### src/design/hvs_pkg.sv
// Shared types, constants and lookup functions for the HTTP version sniffer.
`timescale 1ns / 1ps
`default_nettype none

package hvs_pkg;

   // byte counter, saturating
   localparam int unsigned COUNT_W = 25;
   localparam logic [COUNT_W-1:0] COUNT_MAX = {COUNT_W{1'b1}};

   // text prefix before the second CRLF
   localparam int unsigned PREFIX_LIMIT = 64;
   localparam int unsigned TEXT_W = 7;
   localparam logic [TEXT_W-1:0] TEXT_MAX = {TEXT_W{1'b1}};
   localparam logic [COUNT_W-1:0] CLOSE_POS = COUNT_W'(PREFIX_LIMIT + 1);

   // HTTP/2 frame header and preface
   localparam int unsigned HDR_LEN = 9;
   localparam int unsigned HDR_IDX_W = 4;
   localparam int unsigned PREFACE_LEN = 24;
   localparam int unsigned PREFACE_IDX_W = 5;
   localparam logic [PREFACE_LEN*8-1:0] PREFACE_TEXT = {
      "PRI * HTTP/2.0", 8'h0d, 8'h0a, 8'h0d, 8'h0a, "SM", 8'h0d, 8'h0a, 8'h0d, 8'h0a
   };

   localparam logic [7:0] FRAME_RST_STREAM    = 8'h03;
   localparam logic [7:0] FRAME_SETTINGS      = 8'h04;
   localparam logic [7:0] FRAME_PING          = 8'h06;
   localparam logic [7:0] FRAME_WINDOW_UPDATE = 8'h08;

   localparam logic [7:0] ASCII_CR = 8'h0d;
   localparam logic [7:0] ASCII_LF = 8'h0a;

   // HTTP/1.1 text matchers
   localparam int unsigned METHOD_COUNT = 6;
   localparam int unsigned RESP_LEN = 5;
   localparam logic [63:0] VERSION_WORD = "http/1.1";
   localparam logic [RESP_LEN*8-1:0] RESP_TEXT = "http/";

   typedef enum logic [1:0] {
      PROTO_UNKNOWN = 2'd0,
      PROTO_HTTP2   = 2'd1,
      PROTO_HTTP11  = 2'd2
   } proto_type;

   typedef enum logic [2:0] {
      RULE_NONE          = 3'd0,
      RULE_PREFACE       = 3'd1,
      RULE_SETTINGS      = 3'd2,
      RULE_PING          = 3'd3,
      RULE_RST_STREAM    = 3'd4,
      RULE_WINDOW_UPDATE = 3'd5,
      RULE_REQUEST       = 3'd6,
      RULE_RESPONSE      = 3'd7
   } rule_type;

   typedef struct packed {
      logic [7:0] data_byte;
      logic       has_byte;
      logic       last;
   } item_type;

   typedef struct packed {
      rule_type  rule;
      proto_type protocol;
   } result_type;

   function automatic logic [7:0] preface_byte(input logic [PREFACE_IDX_W-1:0] idx);
      logic [7:0] b;
      b = 8'h00;
      if (32'(idx) < PREFACE_LEN) begin
         b = PREFACE_TEXT[(PREFACE_LEN - 1 - 32'(idx))*8 +: 8];
      end
      return b;
   endfunction

   function automatic logic [63:0] method_word(input logic [2:0] m);
      logic [63:0] w;
      unique case (m)
         3'd0:    w = {"get ", 32'h0};
         3'd1:    w = {"post ", 24'h0};
         3'd2:    w = {"put ", 32'h0};
         3'd3:    w = {"delete ", 8'h0};
         3'd4:    w = {"head ", 24'h0};
         3'd5:    w = "options ";
         default: w = 64'h0;
      endcase
      return w;
   endfunction

   function automatic logic [3:0] method_len(input logic [2:0] m);
      logic [3:0] n;
      unique case (m)
         3'd0:    n = 4'd4;
         3'd1:    n = 4'd5;
         3'd2:    n = 4'd4;
         3'd3:    n = 4'd7;
         3'd4:    n = 4'd5;
         3'd5:    n = 4'd8;
         default: n = 4'd0;
      endcase
      return n;
   endfunction

   function automatic logic [7:0] method_char(input logic [2:0] m, input logic [2:0] p);
      logic [63:0] w;
      w = method_word(m);
      return w[(7 - 32'(p))*8 +: 8];
   endfunction

   function automatic logic [7:0] resp_char(input logic [2:0] p);
      logic [7:0] c;
      unique case (p)
         3'd0:    c = RESP_TEXT[39:32];
         3'd1:    c = RESP_TEXT[31:24];
         3'd2:    c = RESP_TEXT[23:16];
         3'd3:    c = RESP_TEXT[15:8];
         3'd4:    c = RESP_TEXT[7:0];
         default: c = 8'h00;
      endcase
      return c;
   endfunction

   function automatic logic is_space(input logic [7:0] c);
      return (c == 8'h20) || (c >= 8'h09 && c <= 8'h0d);
   endfunction

   function automatic logic [7:0] to_lower(input logic [7:0] c);
      return (c >= 8'h41 && c <= 8'h5a) ? c + 8'h20 : c;
   endfunction

endpackage

`default_nettype wire

### src/design/http_version_sniffer_unit.sv
// Top level of the HTTP version sniffer: input register, classifier core, result register.
// A closing word (tlast) is judged on its way from input register to result register.
// Throughput: one request word per cycle, a closing word only when the result register has
//   room; the per-byte update and the verdict sit in one combinational step between them.
// Reset: synchronous, active high; empties both registers and returns all matcher state
//   to its start values. Frame header bytes hold no reset value and are read only after
//   nine bytes of a message have been written.
`timescale 1ns / 1ps
`default_nettype none

module http_version_sniffer_unit (
   input  wire logic        clock,
   input  wire logic        reset,
   // request stream: one connection byte per word
   input  wire logic        req_tvalid,
   output logic             req_tready,
   input  wire logic [7:0]  req_tdata,   // [7:0] data_byte
   input  wire logic        req_tuser,   // [0] has_byte (0 only for a word that carries no byte)
   input  wire logic        req_tlast,   // closes the message and triggers the verdict
   // response stream: one verdict word per message
   output logic             rsp_tvalid,
   input  wire logic        rsp_tready,
   output logic [7:0]       rsp_tdata    // [1:0] protocol, [4:2] rule, [7:5] zero
);
   import hvs_pkg::*;

   item_type   item;
   logic       item_valid;
   logic       take;
   logic       out_free;
   logic       result_valid;
   result_type result;

   // input register; a word is taken whenever the register is empty or draining
   hvs_in_stage u_in_stage (
      .clock      (clock),
      .reset      (reset),
      .req_tvalid (req_tvalid),
      .req_tready (req_tready),
      .req_tdata  (req_tdata),
      .req_tuser  (req_tuser),
      .req_tlast  (req_tlast),
      .take       (take),
      .item_valid (item_valid),
      .item       (item)
   );

   // matcher state; non-closing words never wait on the response side,
   // a closing word waits only until the result register has room
   hvs_core u_core (
      .clock        (clock),
      .reset        (reset),
      .item_valid   (item_valid),
      .item         (item),
      .out_free     (out_free),
      .take         (take),
      .result_valid (result_valid),
      .result       (result)
   );

   // result register parts the response handshake from the core
   hvs_out_stage u_out_stage (
      .clock        (clock),
      .reset        (reset),
      .result_valid (result_valid),
      .result       (result),
      .out_free     (out_free),
      .rsp_tvalid   (rsp_tvalid),
      .rsp_tready   (rsp_tready),
      .rsp_tdata    (rsp_tdata)
   );

endmodule

`default_nettype wire

### src/design/hvs_in_stage.sv
// Input register: holds one accepted request word until the core consumes it.
`timescale 1ns / 1ps
`default_nettype none

module hvs_in_stage (
   input  wire logic              clock,
   input  wire logic              reset,
   input  wire logic              req_tvalid,
   output logic                   req_tready,
   input  wire logic [7:0]        req_tdata,   // [7:0] data_byte
   input  wire logic              req_tuser,   // [0] has_byte
   input  wire logic              req_tlast,
   input  wire logic              take,
   output logic                   item_valid,
   output hvs_pkg::item_type      item
);
   import hvs_pkg::*;

   logic     valid_ff;
   logic     valid_in;
   item_type item_ff;

   assign req_tready = !valid_ff || take;

   always_comb begin
      valid_in = valid_ff;
      if (req_tvalid && req_tready) begin
         valid_in = 1'b1;
      end else if (take) begin
         valid_in = 1'b0;
      end
   end

   always_ff @(posedge clock) begin
      if (reset) begin
         valid_ff <= 1'b0;
      end else begin
         valid_ff <= valid_in;
      end
   end

   always_ff @(posedge clock) begin
      if (req_tvalid && req_tready) begin
         item_ff <= '{data_byte: req_tdata, has_byte: req_tuser, last: req_tlast};
      end
   end

   assign item_valid = valid_ff;
   assign item       = item_ff;

endmodule

`default_nettype wire

### src/design/hvs_core.sv
// Sniffer state and per-byte update, with the verdict on the closing word.
`timescale 1ns / 1ps
`default_nettype none

module hvs_core (
   input  wire logic               clock,
   input  wire logic               reset,
   input  wire logic               item_valid,
   input  wire hvs_pkg::item_type  item,
   input  wire logic               out_free,
   output logic                    take,
   output logic                    result_valid,
   output hvs_pkg::result_type     result
);
   import hvs_pkg::*;

   logic [COUNT_W-1:0]      count_ff, count_in;
   logic                    preface_ff, preface_in;
   logic [7:0]              header_ff [HDR_LEN];
   logic [7:0]              header_in [HDR_LEN];
   logic [1:0]              phase_ff, phase_in;
   logic                    prev_cr_ff, prev_cr_in;
   logic [7:0]              held_ff, held_in;
   logic                    held_valid_ff, held_valid_in;
   logic                    trimming_ff, trimming_in;
   logic [TEXT_W-1:0]       text_pos_ff, text_pos_in;
   logic [METHOD_COUNT-1:0] mask_ff, mask_in;
   logic                    resp_ff, resp_in;
   logic                    line_open_ff, line_open_in;
   logic [63:0]             window_ff, window_in;
   logic                    seen_ff, seen_in;
   logic                    closed_ff, closed_in;

   logic [COUNT_W-1:0]      pos;
   logic [7:0]              b;
   logic [7:0]              low_char;
   logic                    second;
   logic                    clear;

   assign take  = item_valid && (!item.last || out_free);
   assign clear = take && item.last;
   assign b     = item.data_byte;
   assign pos   = count_ff;

   // per-byte update
   always_comb begin
      count_in      = count_ff;
      preface_in    = preface_ff;
      header_in     = header_ff;
      phase_in      = phase_ff;
      prev_cr_in    = prev_cr_ff;
      held_in       = held_ff;
      held_valid_in = held_valid_ff;
      trimming_in   = trimming_ff;
      text_pos_in   = text_pos_ff;
      mask_in       = mask_ff;
      resp_in       = resp_ff;
      line_open_in  = line_open_ff;
      window_in     = window_ff;
      seen_in       = seen_ff;
      closed_in     = closed_ff;
      second        = 1'b0;
      low_char      = to_lower(held_ff);

      if (take && item.has_byte) begin
         if (pos < COUNT_W'(HDR_LEN)) begin
            header_in[pos[HDR_IDX_W-1:0]] = b;
         end
         if (pos < COUNT_W'(PREFACE_LEN) && preface_byte(pos[PREFACE_IDX_W-1:0]) != b) begin
            preface_in = 1'b0;
         end
         if (prev_cr_ff && b == ASCII_LF) begin
            if (phase_ff == 2'd0) begin
               phase_in = 2'd1;
            end else if (phase_ff == 2'd1) begin
               phase_in = 2'd2;
               second   = 1'b1;
            end
         end

         // text matchers run one byte behind
         if (held_valid_ff && !closed_ff) begin
            if (second || pos >= CLOSE_POS) begin
               closed_in = 1'b1;
            end else if (!(trimming_ff && is_space(held_ff))) begin
               trimming_in = 1'b0;
               for (int i = 0; i < METHOD_COUNT; i++) begin
                  if (text_pos_ff < TEXT_W'(method_len(3'(i))) &&
                      method_char(3'(i), text_pos_ff[2:0]) != low_char) begin
                     mask_in[i] = 1'b0;
                  end
               end
               if (text_pos_ff < TEXT_W'(RESP_LEN) && resp_char(text_pos_ff[2:0]) != low_char) begin
                  resp_in = 1'b0;
               end
               if (line_open_ff) begin
                  if (text_pos_ff != '0 && window_ff[7:0] == ASCII_CR && low_char == ASCII_LF) begin
                     line_open_in = 1'b0;
                  end else begin
                     window_in = {window_ff[55:0], low_char};
                     if (window_in == VERSION_WORD) begin
                        seen_in = 1'b1;
                     end
                  end
               end
               if (text_pos_ff < TEXT_MAX) begin
                  text_pos_in = text_pos_ff + TEXT_W'(1);
               end
            end
         end

         held_in       = b;
         held_valid_in = 1'b1;
         prev_cr_in    = (b == ASCII_CR);
         if (count_ff < COUNT_MAX) begin
            count_in = count_ff + COUNT_W'(1);
         end
      end
   end

   // verdict on the updated state
   logic [23:0]        frame_len;
   logic [7:0]         frame_kind;
   logic               stream_zero;
   logic               size_match;
   logic [METHOD_COUNT-1:0] reached;
   logic               method_hit;

   always_comb begin
      frame_len   = {header_in[0], header_in[1], header_in[2]};
      frame_kind  = header_in[3];
      stream_zero = ({header_in[5][6:0], header_in[6], header_in[7], header_in[8]} == 31'd0);
      size_match  = !header_in[5][7] &&
                    (count_in == {1'b0, frame_len} + COUNT_W'(HDR_LEN));
      for (int i = 0; i < METHOD_COUNT; i++) begin
         reached[i] = text_pos_in >= TEXT_W'(method_len(3'(i)));
      end
      method_hit = |(mask_in & reached);

      result.protocol = PROTO_UNKNOWN;
      result.rule     = RULE_NONE;
      if (count_in == '0) begin
         result.protocol = PROTO_UNKNOWN;
      end else if (count_in >= COUNT_W'(PREFACE_LEN) && preface_in) begin
         result.protocol = PROTO_HTTP2;
         result.rule     = RULE_PREFACE;
      end else begin
         if (count_in >= COUNT_W'(HDR_LEN) && size_match) begin
            priority if (frame_kind == FRAME_SETTINGS && stream_zero) begin
               result.rule = RULE_SETTINGS;
            end else if (frame_kind == FRAME_PING && stream_zero) begin
               result.rule = RULE_PING;
            end else if (frame_kind == FRAME_RST_STREAM && !stream_zero) begin
               result.rule = RULE_RST_STREAM;
            end else if (frame_kind == FRAME_WINDOW_UPDATE) begin
               result.rule = RULE_WINDOW_UPDATE;
            end
            if (result.rule != RULE_NONE) begin
               result.protocol = PROTO_HTTP2;
            end
         end
         if (result.protocol == PROTO_UNKNOWN && phase_in == 2'd2) begin
            if (method_hit) begin
               if (seen_in) begin
                  result.protocol = PROTO_HTTP11;
                  result.rule     = RULE_REQUEST;
               end
            end else if (resp_in && text_pos_in >= TEXT_W'(RESP_LEN)) begin
               result.protocol = PROTO_HTTP11;
               result.rule     = RULE_RESPONSE;
            end
         end
      end
   end

   assign result_valid = clear;

   always_ff @(posedge clock) begin
      if (reset || clear) begin
         count_ff      <= '0;
         preface_ff    <= 1'b1;
         phase_ff      <= 2'd0;
         prev_cr_ff    <= 1'b0;
         held_ff       <= 8'h00;
         held_valid_ff <= 1'b0;
         trimming_ff   <= 1'b1;
         text_pos_ff   <= '0;
         mask_ff       <= '1;
         resp_ff       <= 1'b1;
         line_open_ff  <= 1'b1;
         window_ff     <= 64'h0;
         seen_ff       <= 1'b0;
         closed_ff     <= 1'b0;
      end else begin
         count_ff      <= count_in;
         preface_ff    <= preface_in;
         phase_ff      <= phase_in;
         prev_cr_ff    <= prev_cr_in;
         held_ff       <= held_in;
         held_valid_ff <= held_valid_in;
         trimming_ff   <= trimming_in;
         text_pos_ff   <= text_pos_in;
         mask_ff       <= mask_in;
         resp_ff       <= resp_in;
         line_open_ff  <= line_open_in;
         window_ff     <= window_in;
         seen_ff       <= seen_in;
         closed_ff     <= closed_in;
      end
   end

   // frame header bytes, only read once all nine are written
   always_ff @(posedge clock) begin
      header_ff <= header_in;
   end

endmodule

`default_nettype wire

### src/design/hvs_out_stage.sv
// Result register: holds one verdict word until the sink takes it.
`timescale 1ns / 1ps
`default_nettype none

module hvs_out_stage (
   input  wire logic                 clock,
   input  wire logic                 reset,
   input  wire logic                 result_valid,
   input  wire hvs_pkg::result_type  result,
   output logic                      out_free,
   output logic                      rsp_tvalid,
   input  wire logic                 rsp_tready,
   output logic [7:0]                rsp_tdata    // [1:0] protocol, [4:2] rule, [7:5] zero
);
   import hvs_pkg::*;

   logic       valid_ff;
   logic       valid_in;
   result_type data_ff;

   assign out_free = !valid_ff || rsp_tready;

   always_comb begin
      valid_in = valid_ff;
      if (result_valid) begin
         valid_in = 1'b1;
      end else if (rsp_tready) begin
         valid_in = 1'b0;
      end
   end

   always_ff @(posedge clock) begin
      if (reset) begin
         valid_ff <= 1'b0;
      end else begin
         valid_ff <= valid_in;
      end
   end

   always_ff @(posedge clock) begin
      if (result_valid) begin
         data_ff <= result;
      end
   end

   assign rsp_tvalid = valid_ff;
   assign rsp_tdata  = {3'b000, data_ff.rule, data_ff.protocol};

endmodule

`default_nettype wire

### config.mk
export PLATFORM = sky130hd
export DESIGN_NAME = http_version_sniffer_unit
export DESIGN_NICKNAME = d
export VERILOG_FILES = /design/src/design/hvs_pkg.sv /design/src/design/http_version_sniffer_unit.sv /design/src/design/hvs_in_stage.sv /design/src/design/hvs_core.sv /design/src/design/hvs_out_stage.sv
export SDC_FILE = /design/constraint.sdc
export NUM_CORES = 1
export LEC_CHECK = 0
export BUFFER_PORTS_ARGS = -buffer_cell sky130_fd_sc_hd__buf_4
export CELL_PAD_IN_SITES_DETAIL_PLACEMENT = 1
export CELL_PAD_IN_SITES_GLOBAL_PLACEMENT = 1
export CORE_ASPECT_RATIO = 1.5
export CORE_MARGIN = 2
export CORE_UTILIZATION = 45
export CTS_BUF_LIST = sky130_fd_sc_hd__clkbuf_2 sky130_fd_sc_hd__clkbuf_4 sky130_fd_sc_hd__clkbuf_8
export CTS_CLUSTER_SIZE = 40
export DETAILED_ROUTE_END_ITERATION = 10
export PLACE_DENSITY = 0.88
export SETUP_SLACK_MARGIN = 0.3
export SLEW_MARGIN = 20
export SYNTH_ARGS = -nofsm -noshare
export SYNTH_HDL_FRONTEND = slang
export SYNTH_HIERARCHICAL = 1
export SYNTH_SLANG_ARGS = --single-unit
### constraint.sdc
create_clock -name clock -period 5.5 [get_ports clock]
set_clock_uncertainty 0.05 [all_clocks]
set_input_delay 0 -clock clock [delete_from_list [all_inputs] [get_ports clock]]
set_output_delay 0 -clock clock [all_outputs]
set_load 0.005 [all_outputs]
* Word-level counts from Yosys, hierarchy flattened
Cells that the tools add are included.
** Word-level totals
- Register bits after elaboration :: 201
- Bits of input ports :: 14
- Output and inout bits :: 10
** Operators by class
- Add/sub/neg operators :: 6
- Order comparisons :: 23
- Equal/unequal tests :: 25
- Shift operators :: 7
- Muxes and demuxes :: 114
- Bitwise gates (word level) :: 5
- Reduce and logical (&&, ||, !) cells :: 56
** Operators by type and width (count)
- 64-bit two-way mux :: 24
- 64-bit by 33-bit variable part select with 8-bit output :: 6
- 192-bit by 33-bit variable part select with 8-bit output, first input constant :: 1
- 72-bit two-way mux :: 2
- 72-bit bitwise mux :: 1
- 64-bit by 63-bit equality test with 1-bit output, second input constant :: 1
- 4-bit two-way mux :: 16
- 8-bit two-way mux :: 8
- 8-bit != test :: 8
- 25-bit two-way mux :: 2
- 8-bit by 4-bit equality test with 1-bit output, second input constant :: 5
- 5-bit two-way mux :: 7
- 7-bit two-way mux :: 5
- 8-bit demux with 4-bit select :: 1
- 31-bit logical NOT :: 1
- 1-bit two-way mux :: 31
- 1-bit logical AND :: 28
- 7-bit by 4-bit less-than comparator with 1-bit output :: 4
- 7-bit case mux with 4 select lines :: 1
- 24-bit by 4-bit adder with 25-bit output, second input constant :: 1
- 25-bit by 1-bit adder with 25-bit output, second input constant :: 1
- 25-bit equality test :: 1
- 25-bit by 4-bit greater-or-equal comparator with 1-bit output, second input constant :: 1
- 25-bit by 5-bit greater-or-equal comparator with 1-bit output, second input constant :: 1
- other kinds (47) :: 79

* Logic depth before layout (Yosys ltp)
Gate-level depths: netlist (run 1).
- Word-level depth :: 26
- Gate-level depth with buffers :: 20
- Gate-level depth less buffers :: 18

* Hierarchy
The synthesis (run 1) kept the hierarchy.
** By module, submodules not included
- hvs_core :: instances 1, cells an instance 1329, area an instance 10607.7 um2, sequential area each 3523.4 um2
- hvs_in_stage :: instances 1, cells an instance 15, area an instance 355.3 um2, sequential area each 320.3 um2
- hvs_out_stage :: instances 1, cells an instance 13, area an instance 222.7 um2, sequential area each 170.2 um2

* Least setup slack after synthesis (run 1)
Ideal clock, no wire load.
- Path type :: reg2reg
- Start point :: register u_core.count_ff[4]
- End point :: register u_out_stage.data_ff (netlist bit u_out_stage/rsp_tdata[3]), data pin
- Library setup time :: 0.169 ns
- Arrival :: 4.619 ns
- Required time :: 5.281 ns
- Slack :: 0.662 ns
- Stages on the path, launching flop included :: 20
- Clock period less this slack :: 4.838 ns
- Cells stage by stage :: dfxtp_1 clkbuf_1 inv_1 ha_1 o21ai_0 nand3_1 nor4_4 clkbuf_1 mux2_2 ha_1 a21oi_1 nor2_1 mux2i_1 a21o_1 nand3b_1 nand3_1 a2111oi_4 and4_1 nand4_1 o31ai_1
** RTL lines
- start: declaration :: RTL line hvs_core.sv:17 : logic [COUNT_W-1:0] count_ff, count_in;
- start signal: assignment :: RTL line hvs_core.sv:195 : count_ff <= count_in;
- end signal: assignment :: RTL line hvs_out_stage.sv:42 : data_ff <= result;
- end: declaration :: RTL line hvs_out_stage.sv:19 : result_type data_ff;

==> results of run 1 <==
==> report_power, final <==
| group | internal, mW | leakage [nW] | switching, mW |
|---|---|---|---|
| registers | 1.46 | 1.59 | 0.0551 |
| logic | 0.148 | 2.50 | 0.216 |
| clock network | 0.426 | 0.214 | 0.569 |
| total | 2.04 | 4.30 | 0.840 |
==> cells in the mapped netlist (all sizes together) (37+ instances only) <==
cell / n / area [um^2]
nand3: 44 / 238
xnor2: 67 / 587
nand4: 42 / 263
mux2: 54 / 608
nor3: 41 / 215
a21oi: 104 / 528
clkbuf: 65 / 244
o21ai: 37 / 196
nand2: 199 / 747
dfxtp: 178 / 3560
inv: 41 / 154
nor2: 107 / 404
==> final cells by class <==
cell class / count / area [um^2] / share of cell area, %
inverters: 41 / 154 / 1.26
well taps: 324 / 405 / 3.33
multi-input cells: 1038 / 6700 / 55.0
repair buffers: 59 / 475 / 3.90
clock buffers: 17 / 234 / 1.92
flip-flops and latches: 193 / 4020 / 33.0
clock inverters: 14 / 190 / 1.56
==> registers in the layout, summed over array words and instances (netlist names), 2 cells and up <==
register,flops
u_core/phase_ff,2
u_core/count_ff,25
u_core/text_pos_ff,7
u_core/window_ff,56
u_core/held_ff,8
u_core/header_ff,64
u_in_stage/item,10
u_core/mask_ff,6
u_out_stage/rsp_tdata,5
==> cells in the final DEF (no fill, tap or decap), drive strengths merged, types with 37 or more instances in the layout <==
cell	Yosys	final
nand3	44	44
dfxtp	178	178
nor2	107	107
o21ai	37	37
buf	22	46
nand4	42	42
a21oi	104	104
mux2	54	54
nand2	199	199
xnor2	67	67
inv	41	48
nor3	41	41
==> worst max-delay path, stage by stage, from the launching register on <==
cell and delay (ps):
dfxtp_2 450, inv_1 120, ha_1 260, o21ai_0 230
nand3_1 220, nor4_4 340, mux2_2 420, ha_1 240
a21oi_1 300, nor2_1 100, mux2i_2 300, a21o_1 220
nand3b_1 160, nand3_1 130, a2111oi_4 410, and4_1 280
nand4_1 130, o31ai_1 280
==> per-layer routing <==
layer,part of all wire (%),vias to the layer above
met5,0,-
met4,6.6,0
met3,2.7,114
met2,53,235
met1,38,5026
li1,-,4819
==> cells by family (layout without fill, tap and decap cells) <==
family	count (synthesis)	after routing	share of synthesized area, %
AOI/OAI and AO/OA	245	245	14.2
xor gates and xnor gates	93	93	7.40
adders and majority gates	22	22	2.44
buffers and inverters	128	131	4.52
DFF	193	193	35.9
muxes	80	80	7.76
other	1	3	0.0335
and+or+nand+nor	595	595	27.8
==> how the worst min path moves through the flow <==
stage	cells past startpoint	slack, ps	start	endpoint
floorplan	1	10	reset	u_in_stage/item_valid
global placement	1	130	req_tdata[6]	u_in_stage/item[8]
detailed placement	1	130	req_tdata[7]	u_in_stage/item[9]
CTS	2	150	req_tdata[6]	u_in_stage/item[8]
global route	2	170	req_tdata[4]	u_in_stage/item[6]
finish	2	180	req_tlast	u_in_stage/item[0]
==> timing repair <==
action                                  CTS  global route
hold endpoints to repair                 51             0
hold buffers                             13             0
endpoints found under the setup margin    0             4
gates resized for setup                   0             5
==> summary.md, run 1 <==
| Metric | Value |
|---|---|
| Crit path time final | 4770 ps |
| Seq/Total Area, Yosys | 35.9% |
| M2 GR Usage | 51.3% |
| Num rows | 70 |
| #FFs+latches synth | 193 |
| Worst vdd ir | 0.179 mV |
| DRC viols | 0 |
| Syn Area/Cell | 8.24 um^2 |
| GPL Wtd Cong | 0.959 |
| Setup WS pre-CTS | 666 ps |
| EDFF count, synth | 15 |
| Worst rel slew slack | 32.4% |
| Via count | 10,200 |
| Final Core Density | 49.8% |
| R2r setup slk | 730 ps |
| Max Clk Rate | 210 MHz |
| Setup crit start kind | flip-flop |
| Setup bufs post-CTS | 0 |
| Initial Util | 45.8% |
| Largest net degree at the start of global routing | 80 |
| Die width | 133 um |
| RSZ-0062 raised after global routing | false |
| Placed Cells | 1,642 |
| CTS buffer count | 17 |
| Crit. End Element | flip-flop |
| Clk buf depth | 2 |
| Core ar. | 24,400 um^2 |
| Global-route wire length before repair | 57,200 um |
| GRT Residual Overflow | 0 |
| Final setup fails | 0 |
| Layout cells sized above 1 | 12.3% |
| # fillers | 2,933 |
| Setup tns final | 0 ps |
| Leakage | 4.30 nW |
| Power density over cell area | 236 nW/um^2 |
| Status | completed |
| Die height | 197 um |
| Avg WL per Cell | 21.2 um |
| Area delta synth->final | 8.88% |
| Total chip power | 2.88 mW |
| FF-to-FF End | u_out_stage/rsp_tdata[3] |
| Non-filler cells, final | 1,686 |
| # diodes | 0 |
| Worst path required time | 5770 ps |
| Vias in the first global route | 10,700 |
| Busiest grt layer | met2 |
| Worst-margin pin slew | 1010 ps |
| Hold Crit Class | in2reg |
| Max-Cap Viols | 0 |
| Syn Std Cell Area | 11,200 um^2 |
| Setup crit start | u_core/count_ff[4] |
| Critical Path End | u_out_stage/rsp_tdata[3] |
| Vias per cell | 6.05 |
| DP Wirelength | 26,100 um |
| Total global-route track usage | 27.6% |
| Crit path kind | reg2reg |
| CTS tree | yes |
| # IOs | 24 |
| Cell count after synthesis | 1,357 |
| DRT Pass-1 Iters | 5 |
| Placed cell areas | 11,600 um^2 |
| Clk sinks | 193 |
| WP data arrival | 5040 ps |
| Asr flop ratio synth | 0% |
| DRT Wirelength | 35,800 um |
| Clock slew at reported path FFs | 110 ps |
| Final net count | 1,385 |
| Fin area | 12,200 um^2 |
| Synth unique cells | 81 |
| Max Slew Vio Count | 0 |
| Reg2reg start | u_core/count_ff[4] |
| DRT antenna net count | 0 |
| Worst-Skew Late Latency | 480 ps |
| Initial antenna violation count | 0 |
| Most used DFF post-synth | dfxtp_1 |
| GRT met1 Usage | 28.9% |
| Initial DRC Count | 727 |
| Yosys warns | 6 |
| Period utilisation layout | 86.7% |
| M3 GR Usage | 3.49% |
| Final Hold Violating Endpoints | 0 |
| Root buffer cell | clkbuf_8 |
| R2r worst-path depth | 17 |
| I/O Buffers | 20 |
| Slack of the critical path | 732 ps |
| DIE AREA | 26,200 um^2 |
| Fin Hold WS | 184 ps |
| Critical Path Fanout Max | 12 |
| Htree depth | 4 |
No activity file was read; power rests on OpenSTA's default activity.
==> run 2: changes to the inputs <==
CORE_UTILIZATION = 50   (was 45)
MAX_ROUTING_LAYER = met4   (was not set)
PLACE_DENSITY = 0.95   (was 0.88)
==> run 2 against run 1 <==
Compared with the run above: sequential cell count unchanged; first-iteration DRC count increased by 59%; power fell by 0.26%; non-clock buffer count rose by 7; sequential power about the same; count of clock-buffer cells in the layout grew 2; final cell count decreased by 2.2%; worst hold slack worse by 16 ps; combinational power is 8.8% higher; critical path type unchanged; critical endpoint is now u_out_stage/rsp_tdata[4]; largest power group unchanged.
==> summary.md, run 2 (synthesized netlist as in run 1, its figures left out) <==
| Metric | Value |
|---|---|
| Layout cells sized above 1 | 13.1% |
| Reg with most FFs | u_core/header_ff |
| CTS tree | yes |
| Crit path depth | 17 |
| Global-route wire length before repair | 65,500 um |
| R2r setup slk | 380 ps |
| GPL Wtd Cong | 0.973 |
| Worst vdd ir | 0.232 mV |
| Clk sinks | 193 |
| Initial antenna violation count | 3 |
| WL met3 | 2510 um |
| Top cell family by delay on the critical path | simple AND/OR/NAND/NOR gates |
| I/O Buffers | 20 |
| Vias in the first global route | 11,600 |
| DP Wirelength | 27,200 um |
| DRT antenna net count | 0 |
| Reg area | 4020 um^2 |
| Crit path time final | 5120 ps |
| Final Hold Violating Endpoints | 0 |
| Commonest non-fill, non-tap cells in the layout | 199 x nand2_1, 175 x dfxtp_1, 105 x nor2_1 |
| Die height | 187 um |
| # fillers | 2,662 |
| Initial Util | 50.5% |
| Largest net degree at the start of global routing | 58 |
| DRT met1 WL | 14,600 um |
| RSZ-0062 raised after global routing | false |
| Hold Crit Class | in2reg |
| Highest layer used for signal routing | met4 |
| Reg2reg start | u_core/count_ff[4] |
| # IOs | 24 |
| Initial DRC Count | 1,154 |
| Setup tns final | 0 ps |
| Final net count | 1,392 |
| DRT Pass-1 Iters | 5 |
| Switching Power | 0.902 mW |
| Register share of total power | 53.1% |
| Final setup fails | 0 |
| Status | completed |
| Htree depth | 4 |
| Fin Hold WS | 169 ps |
| DRC viols | 0 |
| Worst path required time | 5740 ps |
| CP Buf/Inv Count | 1 |
| Max reg flops | 64 |
| Worst-margin pin slew | 1070 ps |
| Worst-Skew Late Latency | 510 ps |
| Leakage | 4.30 nW |
| GRT Residual Overflow | 0 |
| Avg WL per Cell | 25.6 um |
| WP data arrival | 5360 ps |
| Clock slew at reported path FFs | 110 ps |
| Power density over cell area | 236 nW/um^2 |
| Area delta synth->final | 8.62% |
| Num rows | 67 |
| Multi-input gate area in the final layout | 6720 um^2 |
| Largest registers | u_core/header_ff (64), u_core/window_ff (56), u_core/count_ff (25) |
| Non-filler cells, final | 1,649 |
| FF-to-FF End | u_out_stage/rsp_tdata[4] |
| Crit. End Element | flip-flop |
| Int Power | 1.97 mW |
| Switch share | 31.4% |
| Max Clk Rate | 195 MHz |
| Clock share of power | 33.1% |
| Critical Path End | u_out_stage/rsp_tdata[4] |
| Logic pwr share | 13.8% |
| Crit path kind | reg2reg |
| Max-Cap Viols | 0 |
| Root buffer cell | clkbuf_8 |
| R2r worst-path depth | 17 |
| CP max stage cell | dfxtp_4 |
| Commonest non-fill, non-tap cell in the layout | nand2_1 |
| Period utilisation layout | 93.1% |
| Clk buf depth | 2 |
| Setup crit start kind | flip-flop |
| CTS buffer count | 17 |
| DRT Wirelength | 42,100 um |
| Largest stage delay, worst path | 440 ps |
| Worst rel slew slack | 28.7% |
| Total global-route track usage | 36.4% |
| Max Slew Vio Count | 0 |
| Setup crit start | u_core/count_ff[4] |
| Critical Path Fanout Max | 12 |
| DIE AREA | 23,600 um^2 |
| Core ar. | 22,100 um^2 |
| Vias per cell | 6.68 |
| Critical path cell sequence | inv_1 > ha_1 > o21ai_1 > nand3_1 > nor4_4 > mux2_2 > ha_1 > a21oi_2 > nor2_1 > mux2i_2 > a21o_1 > nand3b_1 > nand3_1 > a2111oi_4 > and4_1 > nand4_1 > o31ai_2 |
| Die width | 126 um |
| Placed Cells | 1,599 |
| WL met2 | 20,900 um |
| Via count | 11,000 |
run 2: what timing repair did:
action                                  in CTS  in global routing
endpoints found under the setup margin       0                  5
endpoints found under the hold margin       29                  0
resized for setup                            0                 13
setup buffers                                0                  2
hold buffers                                13                  0
run 2: cell type report:
cell class / count / share of cell area, %
clock buffer: 19 / 2.15
antenna: 4 / 0.0824
timing repair buffer: 66 / 4.35
inverter: 41 / 1.27
clock inverter: 12 / 0.937
multi-input combinational: 1038 / 55.3
sequential: 193 / 33.1
tap: 276 / 2.84
run 2: metal layers:
metal  GRT usage, %  vias up
met3           6.66      284
met1           36.9     5316
li1               -     4858
met2           60.9      560
met5              -        -
met4           29.2        0
run 2: how the worst min path moves through the flow:
stage                 startpoint               endpoint  depth (start not counted)
floorplan                  reset  u_in_stage/item_valid                          1
global placement    req_tdata[0]     u_in_stage/item[2]                          1
detailed placement  req_tdata[0]     u_in_stage/item[2]                          1
CTS                 req_tdata[7]     u_in_stage/item[9]                          2
global route        req_tdata[3]     u_in_stage/item[5]                          2
finish              req_tdata[3]     u_in_stage/item[5]                          2
run 2: power by group through the flow:
stage | logic, mW | registers [mW] | clock network (mW)
after global placement | 0.337 | 1.54 | 0
after CTS | 0.369 | 1.52 | 0.934
after detailed placement | 0.356 | 1.55 | 0
after floorplan | 0.263 | 1.52 | 0
after global routing | 0.413 | 1.53 | 1.01
final | 0.396 | 1.52 | 0.949
run 2: through the flow:
step	utilization [%]	setup WS, ps	power [mW]	area [um^2]
after floorplan	-	662	1.79	11200
after global placement	52.3	716	1.88	11600
after detailed placement	52.3	398	1.91	11600
after CTS	54.6	311	2.82	12100
after global routing	54.9	135	2.95	12200
final	54.9	381	2.87	12200
==> run 3: changes to the inputs <==
CTS_BUF_LIST = sky130_fd_sc_hd__clkbuf_2   (was sky130_fd_sc_hd__clkbuf_2 sky130_fd_sc_hd__clkbuf_4 sky130_fd_sc_hd__clkbuf_8)
==> run 3 against run 2 <==
Compared with the run above: design area fell by 0.26%; critical path depth did not move; worst hold slack got worse by 100 ps; die area did not move; final cell count rose by 0.79%; fmax fell by 4.0%; global-route usage barely moved; wire length rose by 1.2%; critical path type unchanged; first-iteration DRC count rose by 3.2%; sequential share of layout area rose by 0.085 points; count of clock-buffer cells in the layout fell by 2; non-clock buffer count rose by 13.
==> summary.md, run 3 (synthesized netlist as in run 1, its figures left out) <==
| Metric | Value |
|---|---|
| Via count | 11,100 |
| Slack of the critical path | 169 ps |
| Setup crit start kind | flip-flop |
| R2r setup slk | 170 ps |
| Final setup fails | 0 |
| Avg WL per Cell | 25.7 um |
| DP Wirelength | 27,200 um |
| # IOs | 24 |
| Global-route wire length before repair | 65,300 um |
| Period utilisation layout | 96.9% |
| Largest registers | u_core/header_ff (64), u_core/window_ff (56), u_core/count_ff (25) |
| Clk sinks | 193 |
| Max Clk Rate | 188 MHz |
| Vias per cell | 6.69 |
| DIE AREA | 23,600 um^2 |
| Final Hold Violating Endpoints | 0 |
| GPL Wtd Cong | 0.973 |
| Power density over cell area | 220 nW/um^2 |
| DRT antenna net count | 0 |
| Num rows | 67 |
| Vias in the first global route | 11,700 |
| Worst-Skew Late Latency | 920 ps |
| Commonest non-fill, non-tap cells in the layout | 199 x nand2_1, 175 x dfxtp_1, 105 x nor2_1 |
| WP data arrival | 5900 ps |
| Worst vdd ir | 0.191 mV |
| Die height | 187 um |
| Commonest non-fill, non-tap cell in the layout | nand2_1 |
| Reg with most FFs | u_core/header_ff |
| Max reg flops | 64 |
| CTS tree | yes |
| Crit path kind | reg2reg |
| DRT Pass-1 Iters | 6 |
| Worst rel slew slack | 21.9% |
| I/O Buffers | 20 |
| Initial Util | 50.5% |
| Core ar. | 22,100 um^2 |
| Die width | 126 um |
| Leakage | 4.30 nW |
| Htree depth | 4 |
| Largest net degree at the start of global routing | 58 |
| Critical Path Fanout Max | 12 |
| Worst path required time | 6070 ps |
| Clock slew at reported path FFs | 430 ps |
| Clk buf depth | 2 |
| Max Slew Vio Count | 0 |
| RSZ-0062 raised after global routing | false |
| DRC viols | 0 |
| CTS buffer count | 17 |
| Hold Crit Class | in2reg |
| Initial DRC Count | 1,191 |
| Status | completed |
| DRT Wirelength | 42,600 um |
| Root buffer cell | clkbuf_2 |
| Setup WS pre-CTS | 398 ps |
| Layout cells sized above 1 | 12.8% |
| Total global-route track usage | 36.4% |
| Worst-margin pin slew | 1170 ps |
| Max-Cap Viols | 0 |
| Initial antenna violation count | 4 |
| Crit path time final | 5330 ps |
| Crit. End Element | flip-flop |
| Setup tns final | 0 ps |
| GRT Residual Overflow | 0 |
| Area delta synth->final | 8.34% |
| Final net count | 1,405 |
==> run 3: cell types whose count changed in the layout (fill, tap and decap cells not counted) <==
| cell | change |
|---|---|
| nor4_2 | -1 |
| clkbuf_2 | +17 |
| o31ai_1 | -1 |
| mux2i_4 | +1 |
| o31ai_2 | +1 |
| inv_2 | -1 |
| o21ai_0 | +2 |
| inv_1 | +1 |
| clkbuf_8 | -19 |
| nor4_1 | +1 |
| clkinv_1 | +2 |
| dlygate4sd3_1 | +13 |
| mux2i_2 | -1 |
| o21ai_1 | -2 |
==> run 3: final cells by class <==
type	instances	area [um^2]
Fill cell	2677	10000
Multi-Input combinational cell	1038	6730
Sequential cell	193	4020
Timing Repair Buffer	79	658
Tap cell	276	345
Inverter	41	154
Clock inverter	14	121
Clock buffer	17	85.1
Antenna cell	4	10.0
==> run 3: per-layer routing <==
layer | wire length [um] | vias up | GRT usage (%)
li1 | - | 4876 | -
met1 | 14400 | 5360 | 35.4
met2 | 20900 | 582 | 61.5
met5 | 0 | - | -
met3 | 2780 | 297 | 7.24
met4 | 4630 | 0 | 30.7
==> run 3: power breakdown <==
part           switching, mW  internal (mW)  leakage (nW)
Combinational          0.255          0.156          2.58
Clock                  0.582          0.135         0.130
Sequential            0.0618           1.47          1.59
Total                  0.899           1.76          4.30
==> run 3: timing repair <==
action,4_1_cts,5_1_grt
setup endpoints to repair,0,5
hold buffers,26,0
buffers inserted,0,2
endpoints found under the hold margin,90,0
gates resized for setup,0,12
==> run 3: through the flow <==
stage	util (%)	power [mW]	std cells	instance area [um^2]	hold WS, ps
after floorplan	-	1.79	1359	11200	12.4
after global placement	52.3	1.88	1599	11600	129
after detailed placement	52.3	1.91	1599	11600	129
after CTS	54.4	2.59	1656	12000	55.4
after global routing	54.8	2.74	1662	12100	26.0
final	54.8	2.66	1662	12100	65.9
==> run 3: worst paths after layout <==
path	startpoint	endpoint	depth (start not counted)
worst max-delay path	u_core/count_ff[4]	u_out_stage/rsp_tdata[3]	17
worst min-delay path	req_tvalid	u_in_stage/item[5]	3
worst max register to register	u_core/count_ff[4]	u_out_stage/rsp_tdata[3]	17
worst min register to register	u_core/window_ff[51]	u_core/window_ff[51]	2
==> run 3: critical path: stages (launching register included) <==
cell	delay [ps]
dfxtp_4	490
inv_1	110
ha_1	240
o21ai_0	220
nand3_1	210
nor4_4	440
mux2_2	430
ha_1	270
a21oi_2	250
nor2_1	110
mux2i_4	230
a21o_1	270
nand3b_1	190
nand3_1	150
a2111oi_4	420
and4_1	300
nand4_1	180
o31ai_2	540
